`src/rtl/lkv_pkg.sv`:
```
// Package with shared types and constants of the key-value cache.
`default_nettype none

package lkv_pkg;

    localparam int ENTRIES_DEF = 16;
    localparam int KEY_W       = 32;
    localparam int VAL_W       = 32;
    localparam int CAP_W       = 5;

    localparam logic [CAP_W-1:0] CAP_RESET = 5'd16;

    localparam logic REQ_READ  = 1'b0;
    localparam logic REQ_WRITE = 1'b1;

    typedef enum logic [1:0] {
        ST_IDLE,
        ST_LOOKUP,
        ST_COMMIT
    } t_state;

    typedef struct packed {
        logic accept;
        logic lookup;
        logic commit;
    } t_dp_cmd;

    typedef struct packed {
        logic out_busy;
    } t_dp_sts;

endpackage

`default_nettype wire

```
`src/rtl/lkv_req_if.sv`:
```
// Request channel interface of the key-value cache.
`default_nettype none

interface lkv_req_if;
    import lkv_pkg::*;

    logic                    valid;
    logic                    ready;
    logic                    req_type;
    logic signed [KEY_W-1:0] key;
    logic signed [VAL_W-1:0] write_value;

    modport source (output valid, req_type, key, write_value, input ready);
    modport sink (input valid, req_type, key, write_value, output ready);
endinterface

`default_nettype wire

```
`src/rtl/lkv_rsp_if.sv`:
```
// Result channel interface of the key-value cache.
`default_nettype none

interface lkv_rsp_if;
    import lkv_pkg::*;

    logic                    valid;
    logic                    ready;
    logic                    hit;
    logic signed [VAL_W-1:0] read_value;

    modport source (output valid, hit, read_value, input ready);
    modport sink (input valid, hit, read_value, output ready);
endinterface

`default_nettype wire

```
`src/rtl/lkv_cfg_if.sv`:
```
// Configuration write channel interface of the key-value cache.
`default_nettype none

interface lkv_cfg_if;
    import lkv_pkg::*;

    logic             valid;
    logic             ready;
    logic [CAP_W-1:0] capacity;

    modport source (output valid, capacity, input ready);
    modport sink (input valid, capacity, output ready);
endinterface

`default_nettype wire

```
`src/rtl/lkv_ram.sv`:
```
// Generic single-port-write, single-port-read RAM with registered read data.
`default_nettype none

module lkv_ram #(
    parameter int WIDTH = 32,
    parameter int DEPTH = 16
) (
    input  wire logic                     i_clk,
    input  wire logic                     i_we,
    input  wire logic [$clog2(DEPTH)-1:0] i_waddr,
    input  wire logic [WIDTH-1:0]         i_wdata,
    input  wire logic                     i_re,
    input  wire logic [$clog2(DEPTH)-1:0] i_raddr,
    output logic      [WIDTH-1:0]         o_rdata
);

    logic [WIDTH-1:0] r_mem [DEPTH];

    always_ff @(posedge i_clk) begin
        if (i_we) begin
            r_mem[i_waddr] <= i_wdata;
        end
        if (i_re) begin
            o_rdata <= r_mem[i_raddr];
        end
    end

endmodule

`default_nettype wire

```
`src/rtl/lkv_ctrl.sv`:
```
// Controller state machine sequencing lookup and commit of each request.
`default_nettype none

module lkv_ctrl (
    input  wire logic             i_clk,
    input  wire logic             i_rst_n,
    input  wire logic             i_req_valid,
    output logic                  o_req_ready,
    input  wire lkv_pkg::t_dp_sts i_sts,
    output lkv_pkg::t_dp_cmd      o_cmd
);
    import lkv_pkg::*;

    t_state r_state;
    t_state n_state;

    always_ff @(posedge i_clk) begin
        if (!i_rst_n) begin
            r_state <= ST_IDLE;
        end else begin
            r_state <= n_state;
        end
    end

    always_comb begin
        n_state = r_state;
        unique case (r_state)
            ST_IDLE: begin
                if (i_req_valid) begin
                    n_state = ST_LOOKUP;
                end
            end
            ST_LOOKUP: begin
                n_state = ST_COMMIT;
            end
            ST_COMMIT: begin
                if (!i_sts.out_busy) begin
                    n_state = i_req_valid ? ST_LOOKUP : ST_IDLE;
                end
            end
            default: begin
                n_state = ST_IDLE;
            end
        endcase
    end

    always_comb begin
        o_req_ready  = 1'b0;
        o_cmd        = '0;
        unique case (r_state)
            ST_IDLE: begin
                o_req_ready = 1'b1;
            end
            ST_LOOKUP: begin
                o_cmd.lookup = 1'b1;
            end
            ST_COMMIT: begin
                o_req_ready  = !i_sts.out_busy;
                o_cmd.commit = !i_sts.out_busy;
            end
            default: begin
                o_req_ready = 1'b0;
            end
        endcase
        o_cmd.accept = i_req_valid && o_req_ready;
    end

endmodule

`default_nettype wire

```
`src/rtl/lkv_dp.sv`:
```
// Datapath with key store, recency ranks, value RAM and result register.
`default_nettype none

module lkv_dp #(
    parameter int ENTRIES = lkv_pkg::ENTRIES_DEF
) (
    input  wire logic                             i_clk,
    input  wire logic                             i_rst_n,
    input  wire lkv_pkg::t_dp_cmd                 i_cmd,
    output lkv_pkg::t_dp_sts                      o_sts,
    input  wire logic                             i_req_type,
    input  wire logic signed [lkv_pkg::KEY_W-1:0] i_key,
    input  wire logic signed [lkv_pkg::VAL_W-1:0] i_write_value,
    input  wire logic                             i_cfg_valid,
    input  wire logic [lkv_pkg::CAP_W-1:0]        i_cfg_capacity,
    output logic                                  o_rsp_valid,
    input  wire logic                             i_rsp_ready,
    output logic                                  o_hit,
    output logic signed [lkv_pkg::VAL_W-1:0]      o_read_value
);
    import lkv_pkg::*;

    localparam int IW  = $clog2(ENTRIES);
    localparam int FCW = $clog2(ENTRIES + 1);
    localparam int CW  = (FCW > CAP_W) ? FCW : CAP_W;

    logic [CAP_W-1:0] r_capacity;

    logic             r_is_write;
    logic [KEY_W-1:0] r_key;
    logic [VAL_W-1:0] r_wval;

    logic [ENTRIES-1:0] r_valid;
    logic [KEY_W-1:0]   r_key_arr [ENTRIES];
    logic [IW-1:0]      r_rank    [ENTRIES];
    logic [FCW-1:0]     r_fill;

    logic          r_hit;
    logic          r_new;
    logic          r_fill_op;
    logic [IW-1:0] r_slot;
    logic [IW-1:0] r_old_rank;

    logic [ENTRIES-1:0] match;
    logic [ENTRIES-1:0] victim;
    logic [IW-1:0]      hit_idx;
    logic [IW-1:0]      free_idx;
    logic [IW-1:0]      victim_idx;
    logic [IW-1:0]      last_rank;
    logic [FCW-1:0]     fill_m1;
    logic [CW-1:0]      cap_eff;
    logic               any_hit;
    logic               fill_ok;
    logic [VAL_W-1:0]   ram_rdata;

    always_ff @(posedge i_clk) begin
        if (!i_rst_n) begin
            r_capacity <= CAP_RESET;
        end else if (i_cfg_valid) begin
            r_capacity <= i_cfg_capacity;
        end
    end

    always_ff @(posedge i_clk) begin
        if (i_cmd.accept) begin
            r_is_write <= (i_req_type == REQ_WRITE);
            r_key      <= i_key;
            r_wval     <= i_write_value;
        end
    end

    assign fill_m1   = r_fill - FCW'(1);
    assign last_rank = fill_m1[IW-1:0];

    always_comb begin
        cap_eff = CW'(r_capacity);
        if (cap_eff == '0) begin
            cap_eff = CW'(1);
        end else if (cap_eff > CW'(ENTRIES)) begin
            cap_eff = CW'(ENTRIES);
        end
    end

    assign fill_ok = CW'(r_fill) < cap_eff;

    always_comb begin
        hit_idx    = '0;
        free_idx   = '0;
        victim_idx = '0;
        for (int i = 0; i < ENTRIES; i++) begin
            match[i]  = r_valid[i] && (r_key_arr[i] == r_key);
            victim[i] = r_valid[i] && (r_rank[i] == last_rank);
        end
        for (int i = ENTRIES - 1; i >= 0; i--) begin
            if (match[i]) begin
                hit_idx = IW'(i);
            end
            if (!r_valid[i]) begin
                free_idx = IW'(i);
            end
            if (victim[i]) begin
                victim_idx = IW'(i);
            end
        end
    end

    assign any_hit = |match;

    always_ff @(posedge i_clk) begin
        if (i_cmd.lookup) begin
            r_hit      <= any_hit;
            r_old_rank <= r_rank[hit_idx];
            r_new      <= !any_hit;
            r_fill_op  <= !any_hit && fill_ok;
            if (any_hit) begin
                r_slot <= hit_idx;
            end else if (fill_ok) begin
                r_slot <= free_idx;
            end else begin
                r_slot <= victim_idx;
            end
        end
    end

    always_ff @(posedge i_clk) begin
        if (!i_rst_n) begin
            r_valid <= '0;
            r_fill  <= '0;
        end else if (i_cmd.commit && r_is_write && !r_hit) begin
            r_valid[r_slot] <= 1'b1;
            if (r_fill_op) begin
                r_fill <= r_fill + FCW'(1);
            end
        end
    end

    always_ff @(posedge i_clk) begin
        if (i_cmd.commit && (r_hit || r_is_write)) begin
            for (int i = 0; i < ENTRIES; i++) begin
                if (IW'(i) == r_slot) begin
                    r_rank[i] <= '0;
                end else if (r_valid[i] && (r_new || (r_rank[i] < r_old_rank))) begin
                    r_rank[i] <= r_rank[i] + IW'(1);
                end
            end
            if (!r_hit) begin
                r_key_arr[r_slot] <= r_key;
            end
        end
    end

    lkv_ram #(
        .WIDTH(VAL_W),
        .DEPTH(ENTRIES)
    ) u_val_ram (
        .i_clk  (i_clk),
        .i_we   (i_cmd.commit && r_is_write),
        .i_waddr(r_slot),
        .i_wdata(r_wval),
        .i_re   (i_cmd.lookup),
        .i_raddr(hit_idx),
        .o_rdata(ram_rdata)
    );

    always_ff @(posedge i_clk) begin
        if (!i_rst_n) begin
            o_rsp_valid <= 1'b0;
        end else if (i_cmd.commit) begin
            o_rsp_valid <= 1'b1;
        end else if (i_rsp_ready) begin
            o_rsp_valid <= 1'b0;
        end
    end

    always_ff @(posedge i_clk) begin
        if (i_cmd.commit) begin
            o_hit        <= r_hit;
            o_read_value <= (r_hit && !r_is_write) ? ram_rdata : '0;
        end
    end

    assign o_sts.out_busy = o_rsp_valid && !i_rsp_ready;

    a_fill_matches_valid: assert property (@(posedge i_clk) disable iff (!i_rst_n)
        FCW'($countones(r_valid)) == r_fill)
        else $error("fill count differs from number of valid entries");

    a_keys_unique: assert property (@(posedge i_clk) disable iff (!i_rst_n)
        i_cmd.lookup |-> $onehot0(match))
        else $error("key present in more than one entry");

    a_victim_found: assert property (@(posedge i_clk) disable iff (!i_rst_n)
        (i_cmd.lookup && r_is_write && !any_hit && !fill_ok) |-> (|victim))
        else $error("no least recently used entry found for eviction");

    a_write_valid: assert property (@(posedge i_clk) disable iff (!i_rst_n)
        (i_cmd.commit && r_is_write) |=> r_valid[$past(r_slot)])
        else $error("written entry not valid after commit");

endmodule

`default_nettype wire

```
`src/rtl/lru_key_value_cache_top.sv`:
```
// Top level of the fully associative key-value cache with LRU replacement.
//
// Each request has a lookup step and then a commit step. The lookup compares
// the key against every stored key in parallel and reads the value RAM; the
// commit updates the recency ranks, the key store and the value RAM and loads
// the result register. A new request is taken when idle or during a commit,
// which waits while the result register still holds an untaken result.
// ENTRIES sets the number of slots; the capacity register limits how many are
// filled before eviction of the least recently used entry begins.
`default_nettype none

module lru_key_value_cache_top #(
    parameter int ENTRIES = lkv_pkg::ENTRIES_DEF
) (
    input  wire logic  i_clk,
    input  wire logic  i_rst_n,
    lkv_req_if.sink    i_req,
    lkv_rsp_if.source  o_rsp,
    lkv_cfg_if.sink    i_cfg
);
    import lkv_pkg::*;

    t_dp_cmd cmd;
    t_dp_sts sts;

    assign i_cfg.ready = 1'b1;

    lkv_ctrl u_ctrl (
        .i_clk      (i_clk),
        .i_rst_n    (i_rst_n),
        .i_req_valid(i_req.valid),
        .o_req_ready(i_req.ready),
        .i_sts      (sts),
        .o_cmd      (cmd)
    );

    lkv_dp #(
        .ENTRIES(ENTRIES)
    ) u_dp (
        .i_clk         (i_clk),
        .i_rst_n       (i_rst_n),
        .i_cmd         (cmd),
        .o_sts         (sts),
        .i_req_type    (i_req.req_type),
        .i_key         (i_req.key),
        .i_write_value (i_req.write_value),
        .i_cfg_valid   (i_cfg.valid),
        .i_cfg_capacity(i_cfg.capacity),
        .o_rsp_valid   (o_rsp.valid),
        .i_rsp_ready   (o_rsp.ready),
        .o_hit         (o_rsp.hit),
        .o_read_value  (o_rsp.read_value)
    );

endmodule

`default_nettype wire

```
`src/flat_wrapper.sv`:
```
// flat-port wrapper written by rule: the top's interface ports become plain ports
module lru_key_value_cache_top_flat import lkv_pkg::*;
#(
    parameter int ENTRIES = lkv_pkg::ENTRIES_DEF
)
  (i_clk, i_rst_n, i_req_valid, i_req_req_type, i_req_key, i_req_write_value, i_req_ready, o_rsp_valid, o_rsp_hit, o_rsp_read_value, o_rsp_ready, i_cfg_valid, i_cfg_capacity, i_cfg_ready);
  lkv_req_if i_req_i ();
  lkv_rsp_if o_rsp_i ();
  lkv_cfg_if i_cfg_i ();
  input  wire logic i_clk;
  input  wire logic i_rst_n;
  input wire logic [$bits(i_req_i.valid)-1:0] i_req_valid;
  input wire logic [$bits(i_req_i.req_type)-1:0] i_req_req_type;
  input wire logic [$bits(i_req_i.key)-1:0] i_req_key;
  input wire logic [$bits(i_req_i.write_value)-1:0] i_req_write_value;
  output wire logic [$bits(i_req_i.ready)-1:0] i_req_ready;
  output wire logic [$bits(o_rsp_i.valid)-1:0] o_rsp_valid;
  output wire logic [$bits(o_rsp_i.hit)-1:0] o_rsp_hit;
  output wire logic [$bits(o_rsp_i.read_value)-1:0] o_rsp_read_value;
  input wire logic [$bits(o_rsp_i.ready)-1:0] o_rsp_ready;
  input wire logic [$bits(i_cfg_i.valid)-1:0] i_cfg_valid;
  input wire logic [$bits(i_cfg_i.capacity)-1:0] i_cfg_capacity;
  output wire logic [$bits(i_cfg_i.ready)-1:0] i_cfg_ready;
  assign i_req_i.valid = i_req_valid;
  assign i_req_i.req_type = i_req_req_type;
  assign i_req_i.key = i_req_key;
  assign i_req_i.write_value = i_req_write_value;
  assign i_req_ready = i_req_i.ready;
  assign o_rsp_valid = o_rsp_i.valid;
  assign o_rsp_hit = o_rsp_i.hit;
  assign o_rsp_read_value = o_rsp_i.read_value;
  assign o_rsp_i.ready = o_rsp_ready;
  assign i_cfg_i.valid = i_cfg_valid;
  assign i_cfg_i.capacity = i_cfg_capacity;
  assign i_cfg_ready = i_cfg_i.ready;
  lru_key_value_cache_top #(.ENTRIES(ENTRIES)) u_core (.i_clk(i_clk), .i_rst_n(i_rst_n), .i_req(i_req_i), .o_rsp(o_rsp_i), .i_cfg(i_cfg_i));
endmodule
```
`config.mk`:
```
export PLATFORM = sky130hd
export DESIGN_NAME = lru_key_value_cache_top_flat
export DESIGN_NICKNAME = d
export VERILOG_FILES = /design/src/rtl/lkv_pkg.sv /design/src/rtl/lkv_req_if.sv /design/src/rtl/lkv_rsp_if.sv /design/src/rtl/lkv_cfg_if.sv /design/src/rtl/lkv_ram.sv /design/src/rtl/lkv_ctrl.sv /design/src/rtl/lkv_dp.sv /design/src/rtl/lru_key_value_cache_top.sv /design/src/flat_wrapper.sv
export SDC_FILE = /design/constraint.sdc
export NUM_CORES = 2
export LEC_CHECK = 0
export BUFFER_PORTS_ARGS = -buffer_cell sky130_fd_sc_hd__buf_4
export CORE_ASPECT_RATIO = 1.1
export CORE_MARGIN = 2
export CORE_UTILIZATION = 65
export DETAILED_ROUTE_END_ITERATION = 8
export PLACE_DENSITY_LB_ADDON = 0.1
export REMOVE_ABC_BUFFERS = 1
export SLEW_MARGIN = 20
export SYNTH_ARGS = -nofsm -noshare
export SYNTH_HDL_FRONTEND = slang
export SYNTH_HIERARCHICAL = 1
export SYNTH_SLANG_ARGS = --single-unit
```
`constraint.sdc`:
```
create_clock -name i_clk -period 12.3 [get_ports i_clk]
set_input_delay 1.23 -clock i_clk [delete_from_list [all_inputs] [get_ports i_clk]]
set_output_delay 1.23 -clock i_clk [all_outputs]
set_load 0.02 [all_outputs]
```
-- Yosys cells after proc, flatten, opt, wreduce, memory -nomap -nowiden
Memory sizes are Yosys's and may differ from the RTL's. A register that Yosys moved wholly into a read port is not among the register bits.
Index checks and enable logic that the tools add are counted.
- add/sub/neg operators: 18
- $mul: 0
- divide/modulo/power cells: 0
- magnitude comparators: 20
- equal/unequal tests: 51
- shift-type cells: 0
- multiplexer cells: 196
- bitwise gates (word level): 17
- reductions and logical operators: 85
- operator list (operator ; count):
    32-bit == test ; 16
    4-bit 2-to-1 mux ; 66
    1-bit 2-to-1 mux ; 123
    4-bit by 1-bit adder with 4-bit output (second input constant) ; 16
    4-bit == test ; 16
    4-bit < comparator ; 16
    1-bit logical AND ; 56
    4-bit == test (first input constant) ; 8
    1-bit logical OR ; 17
    3-bit by 4-bit == test with 1-bit output (first input constant) ; 4
    1-bit bitwise OR ; 16
    16-bit bitwise OR ; 1
    16-bit OR reduction ; 1
    5-bit 2-to-1 mux ; 2
    2-bit by 4-bit == test with 1-bit output (first input constant) ; 2
    2-bit case mux with 3 select lines ; 1
    5-bit by 1-bit adder with 5-bit output (second input constant) ; 1
    5-bit greater-than comparator (second input constant) ; 1
    1-bit zero test ; 5
    5-bit zero test ; 1
    4-bit by 5-bit < comparator with 1-bit output (second input constant) ; 1
    5-bit < comparator ; 1
    1-bit demux with 4-bit select ; 1
    1-bit by 4-bit == test with 1-bit output (first input constant) ; 1
    11 further kinds ; 14
- bits in registers: 134
- latch bits: 0
- bits in writable memories: 1088
- bits in read-only memories: 0
- bits of input ports: 75
- word-level logic and storage cells: 404
- memories kept: 3
- memory list (name ; depth ; width ; read ports ; clocked after memory_dff ; wr ports ; line ; source):
    u_core.u_dp.r_key_arr ; 16 ; 32 ; 16 ; 0 ; 1 ; lkv_dp.sv:34 ; logic [KEY_W-1:0] r_key_arr [ENTRIES];
    u_core.u_dp.u_val_ram.r_mem ; 16 ; 32 ; 1 ; 1 ; 1 ; lkv_ram.sv:17 ; logic [WIDTH-1:0] r_mem [DEPTH];
    u_core.u_dp.r_rank ; 16 ; 4 ; 17 ; 1 ; 16 ; lkv_dp.sv:35 ; logic [IW-1:0] r_rank [ENTRIES];

-- Logic depth before layout (Yosys ltp)
- word-level depth: 21
- mapped depth: 16
- mapped depth without buffers: 13

-- Hierarchy
Netlist, hierarchy kept.
- by module, submodules not included (module ; instances ; cells each ; area an instance (um^2) ; sequential area each (um^2)):
    lkv_dp ; 1 ; 2440 ; 33674.8 ; 21110.2
    lkv_ram ; 1 ; 838 ; 20174.3 ; 16335.7
    lkv_ctrl ; 1 ; 12 ; 116.4 ; 40.0
    lru_key_value_cache_top ; 1 ; 2 ; 11.3 ; 0.0

-- Worst setup path before layout
No wires, ideal clock.
- path kind: input port to flip-flop
- start point: in o_rsp_ready
- end point: mem u_core.u_dp.u_val_ram.r_mem[0][0] (enable)
- library setup time: 0.461 ns
- arrival time: 7.118 ns
- path slack: 4.721 ns
- stages: 5
- path buffers: 0
- cell sequence: nor2b_1 -> nor3b_1 -> and2_1 -> or3b_2 -> nor3_1
- RTL lines (item ; line ; source):
    start, declared ; flat_wrapper.sv:20 ; input wire logic [$bits(o_rsp_i.ready)-1:0] o_rsp_ready;
    end, declared ; lkv_ram.sv:17 ;

-- Final worst setup path
- start point: reg u_core.u_dp.r_key[23]
- end point: reg u_core.u_dp.u_val_ram.o_rdata[17], read port of u_core.u_dp.u_val_ram.r_mem, data pin
- cells in the longest elaborated chain, start to end: 18
- elaborated cells between the ends (all ways): 48
- ends and longest elaborated chain (item ; line ; source):
    start, declared ; lkv_dp.sv:30 ; logic [KEY_W-1:0] r_key;
    start signal, assigned ; lkv_dp.sv:67 ; r_key <= i_key;
    32-bit == test ; lkv_dp.sv:91 ; match[i] = r_valid[i] && (r_key_arr[i] == r_key);
    1-bit logical AND ; lkv_dp.sv:91 ;
    4-bit 2-to-1 mux (15 in a row) ; lkv_dp.sv:95 ; if (match[i]) begin
    4-bit 2-to-1 mux (*) ; lkv_dp.sv:95 ;
    net u_core.u_dp.hit_idx[1] ; lkv_dp.sv:46 ; logic [IW-1:0] hit_idx;
    end, declared ; lkv_ram.sv:14 ; output logic [WIDTH-1:0] o_rdata
The timed path passes the listed nets; every way through them passes the cells marked *.
A chain may end at the register's enable or synchronous reset.

==> run_results.csv <==
group,metric,value,unit
cells_and_area,final.fill_count,4913,
logic_synthesis,synth_edf_count,1229,
floorplanning,top_level_port_count,111,
outcome,status,"finished clean",
min_path,worst_hold_class,"reg -> reg",
cts,ctsHoldBuffers,0,
sta,max_freq,163,MHz
cts,path_clk_slew,60,ps
critical_path,critPathLaunchType,"flip-flop",
logic_synthesis,synth.top_cell.area_share,68.4,%
sta,hold_violations,0,
logic_synthesis,synth.top_cells.by_count,"edfxtp_1, xor2_1, xnor2_1",
routing,dr.pass1.iters,7,
min_path,worst_hold_path.num_cells,1,
logic_synthesis,netlist-cell-type-count,69,
cells_and_area,finish.instance_area,60000,um^2
cts,cts_inserted_buffers,118,
floorplanning,core_region_area,82000,um^2
min_path,holdPathEnd,"u_core/u_dp/o_read_value[9]$_SDFFCE_PN0P_",
placement,hpwl,83000,um
sta,timing.max_slew.rel_slack,22.9,%
power,power_per_cell_area,145,nW/um^2
sta,timing.final.setup_violations,0,
floorplanning,floorplan.die.height,306,um
critical_path,rr_startpoint,"u_core/u_dp/r_key[23]$_DFFE_PP_",
grt,number_of_antenna_violations_at_the_first_check_in_global_routing,3,
routing,remaining_drc_errors,0,
grt,track_usage,33.1,%
min_path,hp-start,"u_core/u_dp/u_val_ram/o_rdata[9]$_DFFE_PP_",
cts,cts_tree,"built",
grt,globalRoute.totalOverflow,0,
floorplanning,die-width,279,um
critical_path,cp_data_required_time,12750,ps
sta,setup_tns_final,0,ps
grt,maximum_number_of_pins_on_one_net_before_global_route_repair,113,
placement,globalplace.congestion,0.949,
cts,cts_buffer_depth,3,
cts,total_clock_sinks,1258,
cells_and_area,area_delta_synth_final,11.2,%
critical_path,crit_path_max_fanout,78,
critical_path,rrSetupSlack,6150,ps
cts,cts-htree-levels,3,
logic_synthesis,synth-warning-count,6,
routing,wl,141000,um
power,p_leak,19.1,nW
logic_synthesis,main_flop_type_after_synthesis,"edfxtp_1",
sta,fin_worst_skew,49.2,ps
cells_and_area,antenna_cells_inserted,0,
logic_synthesis,synth_area_leader_cell,"edfxtp_1",
critical_path,worstReg2RegEnd,"u_core/u_dp/u_val_ram/o_rdata[17]$_DFFE_PP_",
sta,grt_setup_unrepaired,"no",
sta,finalCriticalPeriod,6150,ps
placement,place_area,56200,um^2
critical_path,worst_setup_path_end_kind,"flip-flop",
logic_synthesis,synthArstFlopShare,0,%
cts,clock_latency,710,ps
routing,drt-vias-per-instance,6.62,
logic_synthesis,mappedNetlistArea,54000,um^2
cells_and_area,fin_util,73.2,%
sta,timing_worst_slew_pin_value,1160,ps
floorplanning,dieArea,85400,um^2
logic_synthesis,synth.ff_latch_count,1258,
grt,first_global_vias,31556,
grt,grt_first_pass_wirelength,205000,um
flow_run,max_cap_violations,0,
critical_path,crit_path_arrival_time,6600,ps
cts,post_cts_resized,0,
floorplanning,initial_utilization,65.8,%
cells_and_area,layout-drive-gt1-share,15.9,%
logic_synthesis,synthesis.instances,3292,
critical_path,crit_type,"reg -> reg",
routing,dr.first_iter.drc_count,3390,
routing,wl_per_cell,30.3,um
routing,antenna_left,0,
floorplanning,row_count,110,
power,peakVddDrop,0.186,mV
logic_synthesis,syn_avg_cell_area,16.4,um^2
cells_and_area,nets,3623,
placement,place.port_buffers,109,
logic_synthesis,ys_top_cells_by_area,"edfxtp_1, xor2_1, mux4_2",
routing,routed_via_count,30706,
critical_path,r2r_cells,16,
cts,cts_post_setup_buffers_inserted,0,
logic_synthesis,ys_seq_area_share,69.4,%
sta,timing.final.crit_share,50.0,%
logic_synthesis,count_leader_synth,"edfxtp_1",
sta,slew_violations,0,
cts,buffer_type_at_the_clock_tree_root,"clkbuf_16",
[registers in the layout, indices dropped and copies added, names as in the netlist, 2 cells and up]
register	flops
u_core/u_dp/r_capacity	5
u_core/u_dp/u_val_ram/r_mem	512
u_core/u_dp/r_valid	16
u_core/u_dp/r_key_arr	512
u_core/u_dp/r_old_rank	4
u_core/u_ctrl/r_state	2
u_core/u_dp/o_read_value	32
u_core/u_dp/r_key	32
u_core/u_dp/r_slot	4
u_core/u_dp/r_fill	5
u_core/u_dp/r_wval	32
u_core/u_dp/r_rank	64
u_core/u_dp/u_val_ram/o_rdata	32
[cell type report]
| class | count | area, um^2 | area share, % |
|---|---|---|---|
| Timing Repair Buffer | 204 | 1540 | 2.57 |
| Tap cell | 1064 | 1330 | 2.22 |
| Inverter | 40 | 150 | 0.250 |
| Sequential cell | 1258 | 37500 | 62.4 |
| Clock buffer | 149 | 3140 | 5.23 |
| Clock inverter | 67 | 684 | 1.14 |
| Multi-Input combinational cell | 1856 | 15700 | 26.2 |
[worst max path at each step]
stage                                             endpoint  slack [ps]  cells past startpoint                            start
2_1_floorplan   u_core/u_dp/u_val_ram/o_rdata[0]$_DFFE_PP_        3090                     11  u_core/u_dp/r_key[15]$_DFFE_PP_
3_3_place_gp   u_core/u_dp/u_val_ram/o_rdata[27]$_DFFE_PP_        6330                     16  u_core/u_dp/r_key[23]$_DFFE_PP_
3_5_place_dp   u_core/u_dp/u_val_ram/o_rdata[17]$_DFFE_PP_        6270                     16  u_core/u_dp/r_key[23]$_DFFE_PP_
4_1_cts        u_core/u_dp/u_val_ram/o_rdata[17]$_DFFE_PP_        6240                     16  u_core/u_dp/r_key[23]$_DFFE_PP_
5_1_grt        u_core/u_dp/u_val_ram/o_rdata[26]$_DFFE_PP_        5920                     15   u_core/u_dp/r_key[7]$_DFFE_PP_
6_report       u_core/u_dp/u_val_ram/o_rdata[17]$_DFFE_PP_        6150                     16  u_core/u_dp/r_key[23]$_DFFE_PP_
[cells by family after synthesis]
| logic type | after synthesis | share of synthesized area (%) |
|---|---|---|
| flops | 1258 | 69.4 |
| simple gates | 769 | 7.89 |
| xor+xnor | 611 | 9.91 |
| compound gates | 245 | 3.31 |
| buf+inv | 178 | 1.87 |
| mux | 160 | 5.94 |
| fa+ha+maj | 70 | 1.62 |
| other cells | 1 | 0.00695 |
[per-layer routing]
| metal | vias up | part of all wire [%] | routed length [um] | GRT usage, % |
|---|---|---|---|---|
| met1 | 15639 | 37 | 52100 | 42.1 |
| met4 | 4 | 4.3 | 6090 | 13.9 |
| met5 | - | 0.020 | 28 | 0 |
| li1 | 13102 | - | - | - |
| met2 | 1619 | 51 | 71500 | 57.6 |
| met3 | 342 | 7.6 | 10700 | 4.67 |
[worst max-delay path, stage by stage, from the launching register on]
cell and delay, ps:
edfxtp_1 320, buf_4 170, buf_4 420, xor2_1 160, nor4_1 420, nand4_1 180, or4_1 560, a211oi_1 520
o21ai_0 180, a21boi_1 310, nor2_1 120, nor2_4 80, buf_4 620, buf_4 970, mux4_2 420, a22oi_1 250
nand2_1 90
[per-stage QoR]
step           cells  hold slack (ps)  worst slack [ps]  power (W)
6_report        4638              518              6150    0.00868
5_1_grt         4638              536              5920    0.00890
4_1_cts         4638              523              6240    0.00872
3_5_place_dp    4422              513              6270    0.00518
3_3_place_gp    4422              500              6330    0.00517
2_1_floorplan   3154              475              3090    0.00502
[report_power, final]
part	total, W	switching (W)	internal [W]
Combinational	0.000330	0.000231	0.0000996
Clock	0.00359	0.00159	0.00200
Sequential	0.00476	0.0000347	0.00473
Total	0.00868	0.00185	0.00683
[placed cells by master, fill, tap and decap left out, types with 30 or more instances in the layout]
master     netlist  layout
nand2b_1        30      30
nand3_1         71      71
and2_1          41      40
edfxtp_1      1229    1229
nor3_1          44      39
nand4_1         96      96
a22oi_1         69      69
ha_1            70      70
xor2_1         392     391
clkbuf_16        0     118
a21o_1          37      37
buf_4           44     203
nor2_1         128      98
nand2_1        101     100
mux4_2         128     128
nor4_1         159     159
inv_1           40      40
xnor2_1        219     218
Note: power is estimated with default switching activity, not from simulation.
